File: src/pfq_pkg.sv
`timescale 1ns / 1ps
// Package for the positional FIFO queue: request/response beat types, cell
// control struct, function and status codes. No dependencies.
package pfq_pkg;

  localparam int DEPTH  = 16;
  localparam int DATA_W = 32;
  localparam int CNT_W  = $clog2(DEPTH + 1);

  localparam logic [2:0] FN_ENQ     = 3'd0;
  localparam logic [2:0] FN_DEQ     = 3'd1;
  localparam logic [2:0] FN_DEL_VAL = 3'd2;
  localparam logic [2:0] FN_DEL_POS = 3'd3;
  localparam logic [2:0] FN_INS     = 3'd4;
  localparam logic [2:0] FN_CLR     = 3'd5;

  localparam logic [2:0] ST_OK       = 3'd0;
  localparam logic [2:0] ST_EMPTY    = 3'd1;
  localparam logic [2:0] ST_BADPOS   = 3'd2;
  localparam logic [2:0] ST_FULL     = 3'd3;
  localparam logic [2:0] ST_NOTFOUND = 3'd4;

  typedef struct packed {
    logic [2:0]               func;
    logic signed [DATA_W-1:0] value;
    logic [CNT_W-1:0]         position;
  } req_t;

  typedef struct packed {
    logic [2:0]               status;
    logic signed [DATA_W-1:0] head_value;
    logic [CNT_W-1:0]         count;
    logic                     is_empty;
  } rsp_t;

  // Per-cell update: load the request word, take the left (lower index)
  // neighbor, or take the right (higher index) neighbor.
  typedef struct packed {
    logic load;
    logic take_left;
    logic take_right;
  } cell_ctl_t;

endpackage

File: src/pfq_cell.sv
`timescale 1ns / 1ps
// One queue slot: holds a data word, compares it against the request word and
// moves data to or from its neighbors. Depends on pfq_pkg.
module pfq_cell import pfq_pkg::*; (
  input  logic              clk_i,
  input  cell_ctl_t         ctl_i,
  input  logic [DATA_W-1:0] word_i,
  input  logic [DATA_W-1:0] left_i,
  input  logic [DATA_W-1:0] right_i,
  output logic [DATA_W-1:0] data_o,
  output logic              match_o
);

  logic [DATA_W-1:0] data_q;
  logic [DATA_W-1:0] data_d;

  always_comb begin
    data_d = data_q;
    if (ctl_i.load) begin
      data_d = word_i;
    end else if (ctl_i.take_left) begin
      data_d = left_i;
    end else if (ctl_i.take_right) begin
      data_d = right_i;
    end
  end

  always_ff @(posedge clk_i) begin
    data_q <= data_d;
  end

  assign data_o  = data_q;
  assign match_o = (data_q == word_i);

endmodule

File: src/pfq_ctrl.sv
`timescale 1ns / 1ps
// Request decode for the queue: checks a request against the fill count and
// drives the per-cell shift/load controls. Depends on pfq_pkg.
module pfq_ctrl import pfq_pkg::*; (
  input  logic             accept_i,
  input  req_t             req_i,
  input  logic [CNT_W-1:0] count_i,
  input  logic [DEPTH-1:0] match_i,
  output cell_ctl_t        ctl_o [DEPTH],
  output logic [2:0]       status_o,
  output logic [CNT_W-1:0] count_d_o
);

  localparam logic [CNT_W-1:0] Full = CNT_W'(DEPTH);

  logic [DEPTH-1:0] occ;
  logic [DEPTH-1:0] hit;
  logic [DEPTH-1:0] hit_low;
  logic [DEPTH-1:0] rm_mask;
  logic [CNT_W-1:0] ins_pos;
  logic [CNT_W-1:0] pos_m1;
  logic             do_rm;
  logic             do_ins;

  always_comb begin
    for (int i = 0; i < DEPTH; i++) begin
      occ[i] = (CNT_W'(i) < count_i);
    end
    hit     = match_i & occ;
    hit_low = hit & (~hit + DEPTH'(1));
    pos_m1  = req_i.position - CNT_W'(1);

    status_o  = ST_OK;
    count_d_o = count_i;
    do_rm     = 1'b0;
    do_ins    = 1'b0;
    rm_mask   = '0;
    ins_pos   = count_i;

    case (req_i.func)
      FN_ENQ: begin
        if (count_i == Full) begin
          status_o = ST_FULL;
        end else begin
          do_ins = 1'b1;
        end
      end
      FN_DEQ: begin
        if (count_i == '0) begin
          status_o = ST_EMPTY;
        end else begin
          do_rm   = 1'b1;
          rm_mask = '1;
        end
      end
      FN_DEL_VAL: begin
        if (count_i == '0) begin
          status_o = ST_EMPTY;
        end else if (hit == '0) begin
          status_o = ST_NOTFOUND;
        end else begin
          // everything from the first match upward shifts down
          do_rm   = 1'b1;
          rm_mask = ~(hit_low - DEPTH'(1));
        end
      end
      FN_DEL_POS: begin
        if (count_i == '0) begin
          status_o = ST_EMPTY;
        end else if (req_i.position == '0 || req_i.position > count_i) begin
          status_o = ST_BADPOS;
        end else begin
          do_rm = 1'b1;
          for (int i = 0; i < DEPTH; i++) begin
            rm_mask[i] = (CNT_W'(i) >= pos_m1);
          end
        end
      end
      FN_INS: begin
        if (req_i.position > count_i) begin
          status_o = ST_BADPOS;
        end else if (count_i == Full) begin
          status_o = ST_FULL;
        end else begin
          do_ins  = 1'b1;
          ins_pos = req_i.position;
        end
      end
      FN_CLR: begin
        if (count_i == '0) begin
          status_o = ST_EMPTY;
        end else begin
          count_d_o = '0;
        end
      end
      default: begin
      end
    endcase

    if (do_rm) begin
      count_d_o = count_i - CNT_W'(1);
    end
    if (do_ins) begin
      count_d_o = count_i + CNT_W'(1);
    end

    for (int i = 0; i < DEPTH; i++) begin
      ctl_o[i].load       = accept_i && do_ins && (CNT_W'(i) == ins_pos);
      ctl_o[i].take_left  = accept_i && do_ins && (CNT_W'(i) > ins_pos);
      ctl_o[i].take_right = accept_i && do_rm && rm_mask[i];
    end
  end

endmodule

File: src/positional_fifo_queue.sv
`timescale 1ns / 1ps
// Positional FIFO queue: a row of DEPTH cells, each holding one entry and
// shifting to its neighbors; one request is applied per accepted beat.
// The result beat is valid in the cycle after the request beat is accepted.
// Throughput: one request per cycle while out_ready_i takes each result; the
// one result register is free again in the cycle its beat is taken.
// Reset clears the fill count and the result valid; entry data is not reset.
module positional_fifo_queue import pfq_pkg::*; (
  input  logic clk_i,
  input  logic rst_ni,
  input  logic in_valid_i,
  output logic in_ready_o,
  input  req_t in_data_i,
  output logic out_valid_o,
  input  logic out_ready_i,
  output rsp_t out_data_o
);

  logic [CNT_W-1:0]  count_q;
  logic [CNT_W-1:0]  count_d;
  logic [2:0]        status_q;
  logic [2:0]        status_d;
  logic              out_valid_q;
  logic              accept;
  logic [DEPTH-1:0]  match;
  logic [DATA_W-1:0] cell_data [DEPTH];
  cell_ctl_t         ctl [DEPTH];

  assign in_ready_o = !out_valid_q || out_ready_i;
  assign accept     = in_valid_i && in_ready_o;

  pfq_ctrl u_ctrl (
    .accept_i  (accept),
    .req_i     (in_data_i),
    .count_i   (count_q),
    .match_i   (match),
    .ctl_o     (ctl),
    .status_o  (status_d),
    .count_d_o (count_d)
  );

  for (genvar g = 0; g < DEPTH; g++) begin : g_cell
    logic [DATA_W-1:0] left;
    logic [DATA_W-1:0] right;
    if (g == 0) begin : g_first
      assign left = '0;
    end else begin : g_mid_l
      assign left = cell_data[g-1];
    end
    if (g == DEPTH - 1) begin : g_last
      assign right = '0;
    end else begin : g_mid_r
      assign right = cell_data[g+1];
    end
    pfq_cell u_cell (
      .clk_i   (clk_i),
      .ctl_i   (ctl[g]),
      .word_i  (in_data_i.value),
      .left_i  (left),
      .right_i (right),
      .data_o  (cell_data[g]),
      .match_o (match[g])
    );
  end

  always_ff @(posedge clk_i or negedge rst_ni) begin
    if (!rst_ni) begin
      count_q     <= '0;
      out_valid_q <= 1'b0;
    end else begin
      if (accept) begin
        count_q <= count_d;
      end
      if (accept) begin
        out_valid_q <= 1'b1;
      end else if (out_ready_i) begin
        out_valid_q <= 1'b0;
      end
    end
  end

  // hold status with the beat; payload needs no reset
  always_ff @(posedge clk_i) begin
    if (accept) begin
      status_q <= status_d;
    end
  end

  // state only changes on accept, so the result view holds while stalled
  assign out_valid_o           = out_valid_q;
  assign out_data_o.status     = status_q;
  assign out_data_o.head_value = (count_q == '0) ? '0 : cell_data[0];
  assign out_data_o.count      = count_q;
  assign out_data_o.is_empty   = (count_q == '0);

  a_count_range : assert property (@(posedge clk_i) disable iff (!rst_ni)
    count_q <= CNT_W'(DEPTH))
    else $error("fill count above depth");

  a_result_follows : assert property (@(posedge clk_i) disable iff (!rst_ni)
    accept |=> out_valid_q)
    else $error("accepted request produced no result");

  a_clear_empties : assert property (@(posedge clk_i) disable iff (!rst_ni)
    accept && in_data_i.func == FN_CLR |=> count_q == '0)
    else $error("clear left entries");

  a_count_step : assert property (@(posedge clk_i) disable iff (!rst_ni)
    accept && in_data_i.func == FN_ENQ && count_q != CNT_W'(DEPTH)
    |=> count_q == $past(count_q) + CNT_W'(1) && status_q == ST_OK)
    else $error("enqueue did not grow the queue");

endmodule
File: config.mk
export PLATFORM = sky130hd
export DESIGN_NAME = positional_fifo_queue
export DESIGN_NICKNAME = d
export VERILOG_FILES = /design/src/pfq_pkg.sv /design/src/pfq_cell.sv /design/src/pfq_ctrl.sv /design/src/positional_fifo_queue.sv
export SDC_FILE = /design/constraint.sdc
export NUM_CORES = 2
export LEC_CHECK = 0
export ABC_AREA = 1
export BUFFER_PORTS_ARGS = -buffer_cell sky130_fd_sc_hd__buf_2
export CORE_UTILIZATION = 45
export CTS_BUF_LIST = sky130_fd_sc_hd__clkbuf_16
export DETAILED_ROUTE_END_ITERATION = 8
export PLACE_DENSITY_LB_ADDON = 0.12
export SKIP_LAST_GASP = 1
export SLEW_MARGIN = 20
export SYNTH_ARGS = -nofsm -noshare
export SYNTH_HDL_FRONTEND = slang
export SYNTH_HIERARCHICAL = 1
export SYNTH_SLANG_ARGS = --single-unit
File: constraint.sdc
create_clock -name clk_i -period 10.22 [get_ports clk_i]
set_clock_uncertainty 0.2 [all_clocks]
set_input_delay 1.022 -clock clk_i [delete_from_list [all_inputs] [get_ports clk_i]]
set_output_delay 1.022 -clock clk_i [all_outputs]
set_load 0.01 [all_outputs]
==> impl_results.md <==
* Status: complete, no violations
* Max frequency at 165.0 MHz
* Most frequent cell after synthesis: nand2_1
* Most used cell, CP: nand2_1
* Worst-path clk slew at 0.05 ns
* DRC viols at 0
* Startpoint Class: register
* Share of cells above drive strength 1 at 0.09069
* Post-CTS Hold Buffers at 0
* TritonRoute pass-1 iters at 6
* Hold Vio Cnt, Final at 0
* Final setup vio count at 0
* Reg area at 15,620 sq um
* Routability Congestion at 0.9251
* Placement-stage cell area at 39,950 sq um
* Worst skew pair latency at 0.61 ns
* VDD IR max at 0.1296 mV
* Post-synth EDFFs at 515
* Number of synthesized register bits at 521
* Vias in the first global route at 34,250
* Setup CP Type: reg2reg
* FFs w/ async S/R, synth at 0.01152
* Die width at 295.1 microns
* CTS tree: yes
* Critical-path cell list: clkinv_1 > ha_1 > nand2_1 > nor2_1 > nand2_1 > nand3_1 > nand2_1 > nand3_2 > inv_1 > nand2_1 > o21ai_2 > nor2_1 > inv_1 > nor3_2 > buf_4 > inv_2 > nand2_1 > buf_4
* Worst r2r path cells at 18
* CTS Sinks at 521
* Antenna viol nets, final at 0
* Net Sw Frac at 0.3572
* P_int at 4.518 mW
* Reg2reg start: count_q[4]
* Die height at 295.1 microns
* Crit path DAT at 6.13 ns
* FP Rows at 107
* Fillers at 8,741
* Fin area at 41,910 sq um
* Sequential power share at 0.414
* Ys Warns at 6
* Crit path buffers/inverters at 6
* Htree depth at 3
* Clk pwr share at 0.314
* Vias at 36,770
* Combinational fraction of design power at 0.271
* Post-synth top cells: 1,898 x nand2_1, 915 x nor2_1, 737 x a21oi_1
* Crit end category: register
* Period utilization at 0.5931
* Max Slew Vio Count at 0
* I/O pins at 87
* Top cells by area, synth: edfxtp_1 40%, nand2_1 18%, a21oi_1 9.5%
* WL final at 130,400 microns
* Psw at 2.511 mW
* Hold Path Class: in2async
* DR WL/cell at 18.68 microns
* TritonCTS buffer count at 67
* Initial DRC count at 3,028
* Power Density at 167.7 nW/um^2
* Die ar. at 87,090 sq um
* CP delay by family, top: simple AND/OR/NAND/NOR gates
* Mean Syn Cell Area at 6.746 sq um
* R2R setup slack at 4.16 ns
* Initial Util at 0.4540
* Post-cts resize count at 0
* Hold WS at 0.06141 ns
* Post-CTS setup buffer count at 0
* Leakage at 21.23 nW
* Max FO, Critical Path at 52
* Total GRT Usage at 0.2962
* Predominant post-synthesis flop cell: edfxtp_1
* Slew @ Worst Pin at 1.003 ns
* Worst reg2reg path endpoint: g_cell[15].u_cell/data_o[30]
* Sequential share of the synthesized area at 0.4039
* Largest area contributor in the netlist: edfxtp_1
* Pre-CTS setup slack at 4.105 ns
* Synth top area share at 0.4000
* Vias per cell at 5.270
* Max Buffers Root-to-Sink at 3
* Root Buffer: clkbuf_16
* Initial antenna violation count at 1
* Multi-input logic area at 18,520 sq um
* Final setup margin at 4.159 ns
* Port bufs at 86
* Largest net degree at the start of global routing at 53
* Setup TNS at 0 ns
* RSZ-0062 raised after global routing: false
* Max cap viols at 0
* Slowest stage cell, crit path: nand2_1
* Grt ovf at 0
* Tmin final at 6.061 ns
* Fin nets at 5,845
* Area Overhead vs Synth at 8.415%
* CORE AREA at 85,150 sq um
* CP Data Required Time at 10.29 ns
* Gate Count Post-Synth at 5,731
* Post-synth cell types at 39
* Synthesized cell area at 38,660 sq um
* Rel. slew slack at 0.3317
* Post-DP HPWL at 92,520 microns
* Worst path max stage delay at 0.74 ns
* First-pass GRT wire length at 200,500 microns
* Fin util at 0.4922
-- worst max-delay path by stage --
stage | depth (start not counted) | end | from | slack [ns]
after floorplan | 19 | g_cell[11].u_cell/data_o[0] | in_data_i[4] | 5.99
after global placement | 18 | g_cell[15].u_cell/data_o[31] | count_q[4] | 4.16
after detailed placement | 18 | g_cell[15].u_cell/data_o[30] | count_q[4] | 4.10
after CTS | 18 | g_cell[15].u_cell/data_o[30] | count_q[4] | 4.10
after global routing | 18 | g_cell[15].u_cell/data_o[31] | count_q[4] | 3.67
final | 18 | g_cell[15].u_cell/data_o[30] | count_q[4] | 4.16
-- power by group through the flow --
| stage | combinational, mW | clock [mW] | sequential (mW) |
|---|---|---|---|
| 2_1_floorplan | 1.35 | 0 | 2.85 |
| 3_3_place_gp | 1.88 | 0 | 2.95 |
| 3_5_place_dp | 1.89 | 0 | 2.95 |
| 4_1_cts | 1.90 | 2.25 | 2.91 |
| 5_1_grt | 2.13 | 2.32 | 2.94 |
| 6_report | 1.91 | 2.21 | 2.91 |
-- cells in the final DEF (no fill, tap or decap), drive strengths merged --
cell	netlist	final
nand4	8	8
clkbuf	2	69
inv	830	851
nand3	51	51
a21oi	742	742
diode	0	1
o2111ai	2	2
buf	234	162
edfxtp	515	515
bufinv	0	2
dfrtp	6	6
nand2	1912	1912
nor2	946	946
a22oi	305	305
nor3	12	12
o21a	1	1
a21boi	2	2
o211ai	3	3
or2	3	3
xor2	52	52
clkinv	65	86
and2	1	1
a31oi	1	1
o21ai	22	22
ha	12	12
o31ai	2	2
conb	2	65
-- cell type report --
class                      instances  share of cell area
antenna                            1          0.00005971
clock inverter                    44            0.005672
inverter                         895             0.08063
multi-input combinational       4142              0.4418
sequential                       521              0.3726
clock buffer                      69             0.04120
tap                             1144             0.03415
timing repair buffer             162             0.02388
-- cells by family (layout without fill, tap and decap cells) --
| family | after synthesis | in the layout | synth area share |
|---|---|---|---|
| fa+ha+maj | 12 | 12 | 0.003884 |
| flops | 521 | 521 | 0.4039 |
| xor+xnor | 52 | 52 | 0.01178 |
| simple gates | 2933 | 2933 | 0.2923 |
| compound gates | 1080 | 1080 | 0.1610 |
| buf+inv | 1131 | 1170 | 0.1270 |
| other cells | 2 | 66 | 0.0001943 |
-- routing by layer --
layer / up-vias / GRT usage / wire length (microns)
li1: 18300 / - / -
met1: 16960 / 0.3761 / 54750
met2: 1220 / 0.5010 / 61820
met3: 292 / 0.03646 / 7235
met4: 0 / 0.1394 / 6551
met5: - / 0 / 0
-- through the flow --
step,power (mW),instances
after CTS,7.056,6977
final,7.029,6978
after global placement,4.834,6864
after floorplan,4.206,5794
after global routing,7.389,6978
after detailed placement,4.845,6864
-- state kept, by name (all words and copies together) (netlist names) --
name                  count
out_valid_o               1
count_q                   5
status_q                  3
g_cell.u_cell/data_o    512
(Power assumes the default switching activity.)
